[src/hw/rtl/gf256_erasure_code_combiner_macros.svh]
// ----------------------------------------------------------------------------
// Assertion macros for the GF(2^8) erasure code combiner.
// Each macro checks an implication on the rising edge of clk outside reset.
// ----------------------------------------------------------------------------
`ifndef GF256_ERASURE_CODE_COMBINER_MACROS_SVH
`define GF256_ERASURE_CODE_COMBINER_MACROS_SVH

`ifndef NO_ASSERTIONS
// Consequent must hold in the same cycle as the antecedent.
`define GEC_ASSERT_SAME(lbl, ante, cons) \
  lbl: assert property (@(posedge clk) disable iff (rst) (ante) |-> (cons)) \
    else $error("gec assertion failed");
// Consequent must hold in the cycle after the antecedent.
`define GEC_ASSERT_NEXT(lbl, ante, cons) \
  lbl: assert property (@(posedge clk) disable iff (rst) (ante) |=> (cons)) \
    else $error("gec assertion failed");
`else
`define GEC_ASSERT_SAME(lbl, ante, cons)
`define GEC_ASSERT_NEXT(lbl, ante, cons)
`endif

`endif

[src/hw/rtl/gec_pkg.sv]
// ----------------------------------------------------------------------------
// gec_pkg
// Shared types, constants and the GF(2^8) multiply for the erasure combiner.
// ----------------------------------------------------------------------------
`timescale 1ns / 1ps
`default_nettype none

package gec_pkg;

  localparam int DEF_MAX_SOURCES = 32;
  localparam int DEF_MAX_OUTPUTS = 32;

  // Register indexes (byte address bits [3:2] of the APB port).
  localparam logic [1:0] REG_FIELD_POLY   = 2'd0;
  localparam logic [1:0] REG_SOURCE_COUNT = 2'd1;
  localparam logic [1:0] REG_OUTPUT_COUNT = 2'd2;

  localparam logic [8:0] POLY_RESET = 9'h11D;

  // Control broadcast from the top level to every cell.
  typedef struct packed {
    logic       mem_we;    // coefficient load for row `row`
    logic       mem_re;    // fetch coefficient at `src`
    logic [4:0] row;
    logic [7:0] src;
    logic [7:0] wdata;
    logic       acc_en;    // fold the product into the accumulator
    logic       capture;   // move the finished sum into the output chain
    logic       shift;     // advance the output chain by one cell
    logic [7:0] mul_val;
    logic [7:0] poly;
    logic [5:0] num_out;
  } gec_ctl_t;

  // Shift-and-add multiply over GF(2^8); x^8 is implied by the feedback.
  function automatic logic [7:0] gf_mul(input logic [7:0] a, input logic [7:0] b,
                                        input logic [7:0] fb);
    logic [7:0] acc;
    logic [7:0] sh;
    acc = '0;
    sh  = a;
    for (int i = 0; i < 8; i++) begin
      if (b[i]) begin
        acc = acc ^ sh;
      end
      sh = {sh[6:0], 1'b0} ^ (sh[7] ? fb : 8'h00);
    end
    return acc;
  endfunction

endpackage

`default_nettype wire

[src/hw/rtl/gec_cell.sv]
// ----------------------------------------------------------------------------
// gec_cell
// One output row: its coefficient memory, multiply-accumulate, and one stage
// of the output shift chain.
// ----------------------------------------------------------------------------
`timescale 1ns / 1ps
`default_nettype none

module gec_cell #(
  parameter int MAX_SOURCES = gec_pkg::DEF_MAX_SOURCES,
  parameter int ROW         = 0
) (
  input  wire logic              clk,
  input  wire logic              rst,
  input  wire gec_pkg::gec_ctl_t ctl,
  input  wire logic [7:0]        shift_in,
  output logic      [7:0]        out_q
);
  import gec_pkg::*;

  localparam int SW = (MAX_SOURCES > 1) ? $clog2(MAX_SOURCES) : 1;
  localparam logic [5:0] ROW_ID = 6'(ROW);

  logic [7:0] mem [MAX_SOURCES];
  logic [7:0] coef;
  logic [7:0] acc;
  logic [7:0] acc_next;
  logic [7:0] prod;
  logic [SW-1:0] addr;
  logic          active;

  assign addr     = ctl.src[SW-1:0];
  assign active   = ROW_ID < ctl.num_out;
  assign prod     = gf_mul(coef, ctl.mul_val, ctl.poly);
  assign acc_next = acc ^ (active ? prod : 8'h00);

  always_ff @(posedge clk) begin
    if (ctl.mem_we && ({1'b0, ctl.row} == ROW_ID)) begin
      mem[addr] <= ctl.wdata;
    end
    if (ctl.mem_re) begin
      coef <= mem[addr];
    end
  end

  always_ff @(posedge clk) begin
    if (rst) begin
      acc <= '0;
    end else if (ctl.acc_en) begin
      acc <= ctl.capture ? 8'h00 : acc_next;
    end
  end

  always_ff @(posedge clk) begin
    if (ctl.capture) begin
      out_q <= acc_next;
    end else if (ctl.shift) begin
      out_q <= shift_in;
    end
  end

endmodule

`default_nettype wire

[config.mk]
export PLATFORM = sky130hd
export DESIGN_NAME = gec_cell
export DESIGN_NICKNAME = d
export VERILOG_FILES = /design/src/hw/rtl/gf256_erasure_code_combiner_macros.svh /design/src/hw/rtl/gec_pkg.sv /design/src/hw/rtl/gec_cell.sv
export SDC_FILE = /design/constraint.sdc
export NUM_CORES = 1
export LEC_CHECK = 0
export ABC_AREA = 1
export BUFFER_PORTS_ARGS = -buffer_cell sky130_fd_sc_hd__buf_2
export CAP_MARGIN = 10
export CORE_ASPECT_RATIO = 1.25
export CORE_MARGIN = 2
export CORE_UTILIZATION = 35
export DETAILED_ROUTE_END_ITERATION = 7
export PLACE_DENSITY_LB_ADDON = 0.08
export SYNTH_ARGS = -nofsm -noshare
export SYNTH_HDL_FRONTEND = slang
export SYNTH_SLANG_ARGS = --single-unit
[constraint.sdc]
create_clock -name clk -period 3.2 [get_ports clk]
set_input_delay 0.32 -clock clk [delete_from_list [all_inputs] [get_ports clk]]
set_output_delay 0.32 -clock clk [all_outputs]
set_load 0.03 [all_outputs]
# Word-level counts from Yosys, hierarchy flattened
# Memory sizes are Yosys's and may differ from the RTL's. A register that Yosys moved wholly into a read port is not among the register bits.
# Index checks and enable logic that the tools add are counted.
# totals
ram_bits	256
regBits	16
out_inout_bits	8
mem_count	1
# mem_list
name	words	word_bits	read_ports	rd_clocked_by_memory_dff	write_ports	line_no	rtl
mem	32	8	1	1	1	gec_cell.sv:24	logic [7:0] mem [MAX_SOURCES];
# op_classes
n_reduce_logical	3
mux	21
n_bitwise	15
n_lt_le_gt_ge	1
# ops
op	count
$mux W8	19
$xor A8 B8 Y8	15
$lt A1 B6 Y1 const A	1
$logic_not A5 Y1	1
$mux W1	2
$reduce_bool A2 Y1	1
$logic_and A1 B1 Y1	1

# Depth between registers and ports, before layout
# depth
depth_word	19
mapped_depth	28
ltp_nobuf	26

# Worst setup path before layout
# No wires, ideal clock.
# synth_path
kind	register to register
from	reg coef[7], read port of mem
to	reg out_q[0] (data pin)
path_buffers	2
path_slack_ps	557
arrival_time_ps	2389
synth_period_minus_slack_ps	2643
setup_ps	254
path_stages_with_launch	22
cell_sequence	edfxtp_1 -> buf_4 -> buf_4 -> nand2_1 -> nand2_1 -> nand2_1 -> inv_1 -> o21ai_1 -> nand2_1 -> nand3_1 -> nand2_1 -> nand2_2 -> nand2_1 -> nor2_2 -> nand2_1 -> xor2_1 -> xor2_1 -> or2_1 -> nand3_1 -> nand2_1 -> nand3_1 -> nand2_1
# synth_between
elab_chain_len	19
word_cells_on_any_way	31
cone_classes	mux (16); bitwise (15)
# synth_rtl
element	line_no	rtl
start: declaration	gec_cell.sv:25	logic [7:0] coef;
$mux W8 *	gec_pkg.sv:46	sh = {sh[6:0], 1'b0} ^ (sh[7] ? fb : 8'h00);
$xor A8 B8 Y8 *	gec_pkg.sv:46	
$xor A8 B8 Y8 or $mux W8 (tied branches)	gec_pkg.sv:44, gec_pkg.sv:46	
$mux W8 or $xor A8 B8 Y8 (tied branches)	gec_pkg.sv:43, gec_pkg.sv:46	
$xor A8 B8 Y8 or $mux W8 (tied branches)	gec_pkg.sv:44, gec_pkg.sv:46	
$mux W8 or $xor A8 B8 Y8 (tied branches)	gec_pkg.sv:43, gec_pkg.sv:46	
$xor A8 B8 Y8 or $mux W8 (tied branches)	gec_pkg.sv:44, gec_pkg.sv:46	
$mux W8 or $xor A8 B8 Y8 (tied branches)	gec_pkg.sv:43, gec_pkg.sv:46	
[3 not listed]	n/a	
$mux W8 or $xor A8 B8 Y8 (tied branches)	gec_pkg.sv:43, gec_pkg.sv:46	
$xor A8 B8 Y8 or $mux W8 (tied branches)	gec_pkg.sv:44, gec_pkg.sv:46	
$mux W8 or $xor A8 B8 Y8 (tied branches)	gec_pkg.sv:43, gec_pkg.sv:46	
$xor A8 B8 Y8	gec_pkg.sv:44	acc = acc ^ sh;
$mux W8 *	gec_pkg.sv:43	if (b[i]) begin
$mux W8 *	gec_cell.sv:35	assign acc_next = acc ^ (active ? prod : 8'h00);
$xor A8 B8 Y8 *	gec_cell.sv:35	
$mux W8 *	gec_cell.sv:55	if (ctl.capture) begin
end signal: assignment	gec_cell.sv:56	out_q <= acc_next;
end signal: assignment	gec_cell.sv:58	out_q <= shift_in;
end: declaration	gec_cell.sv:17	output logic [7:0] out_q
# Mark *: on every way between the ends. The rest lies on a longest branch, timed or not.
# A chain may end at the register's enable or synchronous reset.

# Worst setup path after layout
# layout_path
from	reg coef[7], read port of mem
to	reg out_q[5] (data pin)
# Same word-level chain as after synthesis.

==> summary by stage <==
Clock tree
The hold buffer count at cts is 0. TritonCTS built the clock tree. The tree built by TritonCTS fans out to 280 sinks.

Counting along the longest clock path gives a buffer depth of 3. The CTS clock-pin slew for the worst setup and hold paths is about 0.06 ns. CTS built an H-tree with a depth of 1.

The total clock buffers created by CTS is 30. The worst-skew pair later-pin latency is ~0.55 ns. The cell chosen for the clock root is clkbuf_16.

Timing
Final hold analysis gives a worst-case slack of ~0.041 ns. The hold violation total from the final report is 0. In the post-route analysis, the smallest setup slack over all paths is 0.1391 ns.

At the pin with the least slew margin, the transition time is approximately 1.2 ns. The number of pins with negative max-slew slack in the final report was 0. Setup repair after global routing could not meet its margin everywhere. The highest clock frequency the design can meet is 326.7 MHz. The normalized max-slew margin is a little under a quarter. The shortest clock period the worst path allows after layout is slightly above 3 ns. The largest clock skew in the final design is around 0.010 ns. Setup violations remaining at the end of the flow were counted as 0. The worst path uses between 90% and 100% of the clock period.

Critical path
The signal arrival time at the worst endpoint is around 3.4 ns. On the worst path, the slowest cell contributes a delay of 0.41 ns. In this design, the critical path's most frequently occurring cell is nand2_1.

The critical path goes through buf_12 -> nand3_4 -> nand2_8 -> buf_4 -> nor2_4 -> nand2_1 -> nand2_2 -> nand3_1 -> nand2_2 -> nand3_4 -> nand2_8 -> nand3_4 -> nand2_8 -> nand3_1 -> nand2_2 -> inv_1 -> nand2_1 -> nand2_1 -> nor2_1 -> nand2_1 -> nand3_2 -> nand2_2 -> nand3_2 -> nand2_1. The largest delay contributor family on the critical path is simple AND/OR/NAND/NOR gates. Counting both buffers and inverters, the worst setup path holds a total of 3. The worst setup path is captured at a flop.

The critical path is of the flop to flop type. The critical path startpoint category is a flop. Along the worst path, the maximum fanout reaches 11. At the worst endpoint, the required time is 3.51 ns. The slowest cell on the critical path is edfxtp_1.

Floorplanning
After floorplanning, the core was divided into 80 placement rows. The floorplan step defined a die boundary enclosing 40210 um^2. The area inside the core boundary is about 38000 um^2. From left edge to right edge, the die measures approximately 180 um. The initial utilization of the core area, before any placement, comes to 35.43%. The number of primary I/O pins is between 60 and 70.

The die extent in y is ~220 um.

Cells and area
The post-route netlist has 21.38% of its cells at a drive strength greater than 1. The total number of nets in the final design is about 1500. 0 antenna diodes ended up in the layout. Compared with the post-synthesis result, the final layout area differs by 19.14%.

The final standard cell utilization of the core is a little over two fifths.

Power
The analysis attributes to cell leakage a power of around 6 nW. The internal power component is about 0.0066 W. The switching power is 0.002785 W. Combinational logic is responsible for between 20 and 25% of the overall power. The switching power as a share of total power is roughly 30%. The power density normalized to cell area is slightly below 600 nW/um^2.

The peak supply drop is approximately 0.38 mV. The total power consumption of the routed design is 0.009423 W. The clock group share of total power is 33.9%. The sequential share of power is 43.6%.

Detailed routing
Dividing the detail-routed via count by the number of cells gives ~5.1. The number of search-and-repair iterations in the first detailed-routing pass is 5. The antenna violation net count after detailed routing is 0. The via count of the routed design is about 9800. For this block, the routed nets add up to around 38000 um of wire.

The mean routed wirelength per cell is 19.82 um. The first routing iteration left between 500 and 600 violations. For this run, design rule violations remaining after detail routing come to 0.

Place
The weighted congestion at the end of routability-driven global placement is 0.7575. Detailed placement ended at an HPWL of ~25000 um. In this run the tool buffered the top-level ports with a little over 60 buffer cells. Prior to clock tree synthesis, the placed netlist has a worst setup slack of -0.05869 ns.

Synthesis
The total nets after synthesis is roughly 1400. The warning count from the yosys run is 0. The mapped cell area is 13510 um^2. By count the netlist is led by 311 x nand2_1, 272 x edfxtp_1, 135 x nand3_1. The flip-flop and latch count after synthesis is 280. The synthesized design spends more area on one cell type than any other, namely edfxtp_1.

Yosys attributes the largest share of cell area to edfxtp_1 60%, nand2_1 8.6%, a22oi_1 7.1%. The distinct cell type count of the synthesized netlist is 38. The portion of the post-synthesis area used by sequential elements is between 60% and 70%. In the synthesized netlist the async set-or-reset flop fraction comes to 0%.

The average cell area after synthesis is around 10 um^2. Among all cell types in the netlist, the one instantiated most often is nand2_1. The number of flops mapped to enable cells by yosys is 272. The count of mapped cells out of synthesis is ~1300. The fraction of synthesized cell area taken by the top area cell type is 60.44%. The main flop type after synthesis is edfxtp_1.

Job
The reported max-cap violation count is 0.

GRT
The global-route wire length before repair is ~57000 um. Entering global routing, the biggest net connects 66 pins. The number of antenna violations at the first check in global routing came to 0. The via count of the first global-routing pass is a little under 10000. The overall track demand over capacity in global routing is between 10% and 20%. The aggregate global routing overflow is 0.

Status
The run finished with clean final reports.

Min path
In this run the worst hold path is classified as input port to flop.
worst reg2reg max path, stage by stage (launching register included):
cell and delay, ns:
edfxtp_1 0.41, buf_12 0.17, nand3_4 0.12, nand2_8 0.08, buf_4 0.15, nor2_4 0.07, nand2_1 0.06, nand2_2 0.09
nand3_1 0.10, nand2_2 0.13, nand3_4 0.10, nand2_8 0.14, nand3_4 0.14, nand2_8 0.15, nand3_1 0.09, nand2_2 0.10
inv_1 0.04, nand2_1 0.07, nand2_1 0.06, nor2_1 0.13, nand2_1 0.12, nand3_2 0.09, nand2_2 0.08, nand3_2 0.08
nand2_1 0.05
per-layer routing:
metal	GRT usage, %	vias up	part of all wire [%]
met2	36.46	154	55
li1	-	4837	-
met3	1.870	49	2.9
met4	4.485	0	2.1
met1	20.92	4782	40
met5	0	-	0
cells by family (layout without fill, tap and decap cells):
kind of cell	Yosys count	in the layout	synth area share [%]
and+or+nand+nor	616	621	21.26
AOI/OAI and AO/OA	217	217	10.66
xor gates and xnor gates	25	25	1.620
buffers and inverters	155	279	4.833
DFF	280	280	61.63
final timing paths:
check,start,to,slack [ns],depth (start not counted)
worst min-delay path,shift_in[7],out_q[7]$_DFFE_PP_,0.04,3
worst max-delay path,coef[7]$_DFFE_PP_,out_q[5]$_DFFE_PP_,0.14,24
worst min register to register,acc[4]$_SDFFE_PP0P_,acc[4]$_SDFFE_PP0P_,0.48,2
worst max register to register,coef[7]$_DFFE_PP_,out_q[5]$_DFFE_PP_,0.14,24
layout by cell type, fill, tap and decap left out, drive strengths merged, types with 9 or more instances in the layout:
cell type  count
or2           10
nand4         13
buf          139
o21ai         12
nor2          81
inv           87
clkbuf        39
nor3          11
a22oi        128
a21oi         67
nand3        156
clkinv        12
edfxtp       272
xor2           9
xnor2         16
nand2        340
repair_timing:
item                                    CTS  global route
endpoints found under the setup margin    8            16
buffers inserted                          1            13
cloned                                    0             5
pin swaps                                 1            23
gates resized for setup                   4            83
flip-flops by register name (all words and copies together), names as in the netlist:
signal,count
coef,8
out_q,8
mem,256
acc,8
stage by stage:
step	cell area, um^2	setup TNS [ns]	std cells
3_5_place_dp	14660	-0.3134	1845
5_1_grt	16100	-0.5566	1914
2_1_floorplan	13510	0	1293
6_report	16100	0	1914
3_3_place_gp	14660	-0.0008087	1845
4_1_cts	15590	0	1896
power by group through the flow:
stage	Sequential (W)	Combinational [W]	Clock [W]
after floorplan	0.00424	0.00128	0
after global routing	0.00411	0.00237	0.00338
after CTS	0.00411	0.00188	0.00327
after detailed placement	0.00419	0.00185	0
final	0.00411	0.00212	0.00319
after global placement	0.00418	0.00182	0
cell type report:
cell class,count,area [um^2]
Clock buffer,39,805.8
Clock inverter,11,80.08
Fill cell,3673,22040
Inverter,90,337.8
Multi-Input combinational cell,863,4969
Sequential cell,280,8328
Tap cell,492,615.6
Timing Repair Buffer,139,963.4
Note: power is estimated with default switching activity, not from simulation.
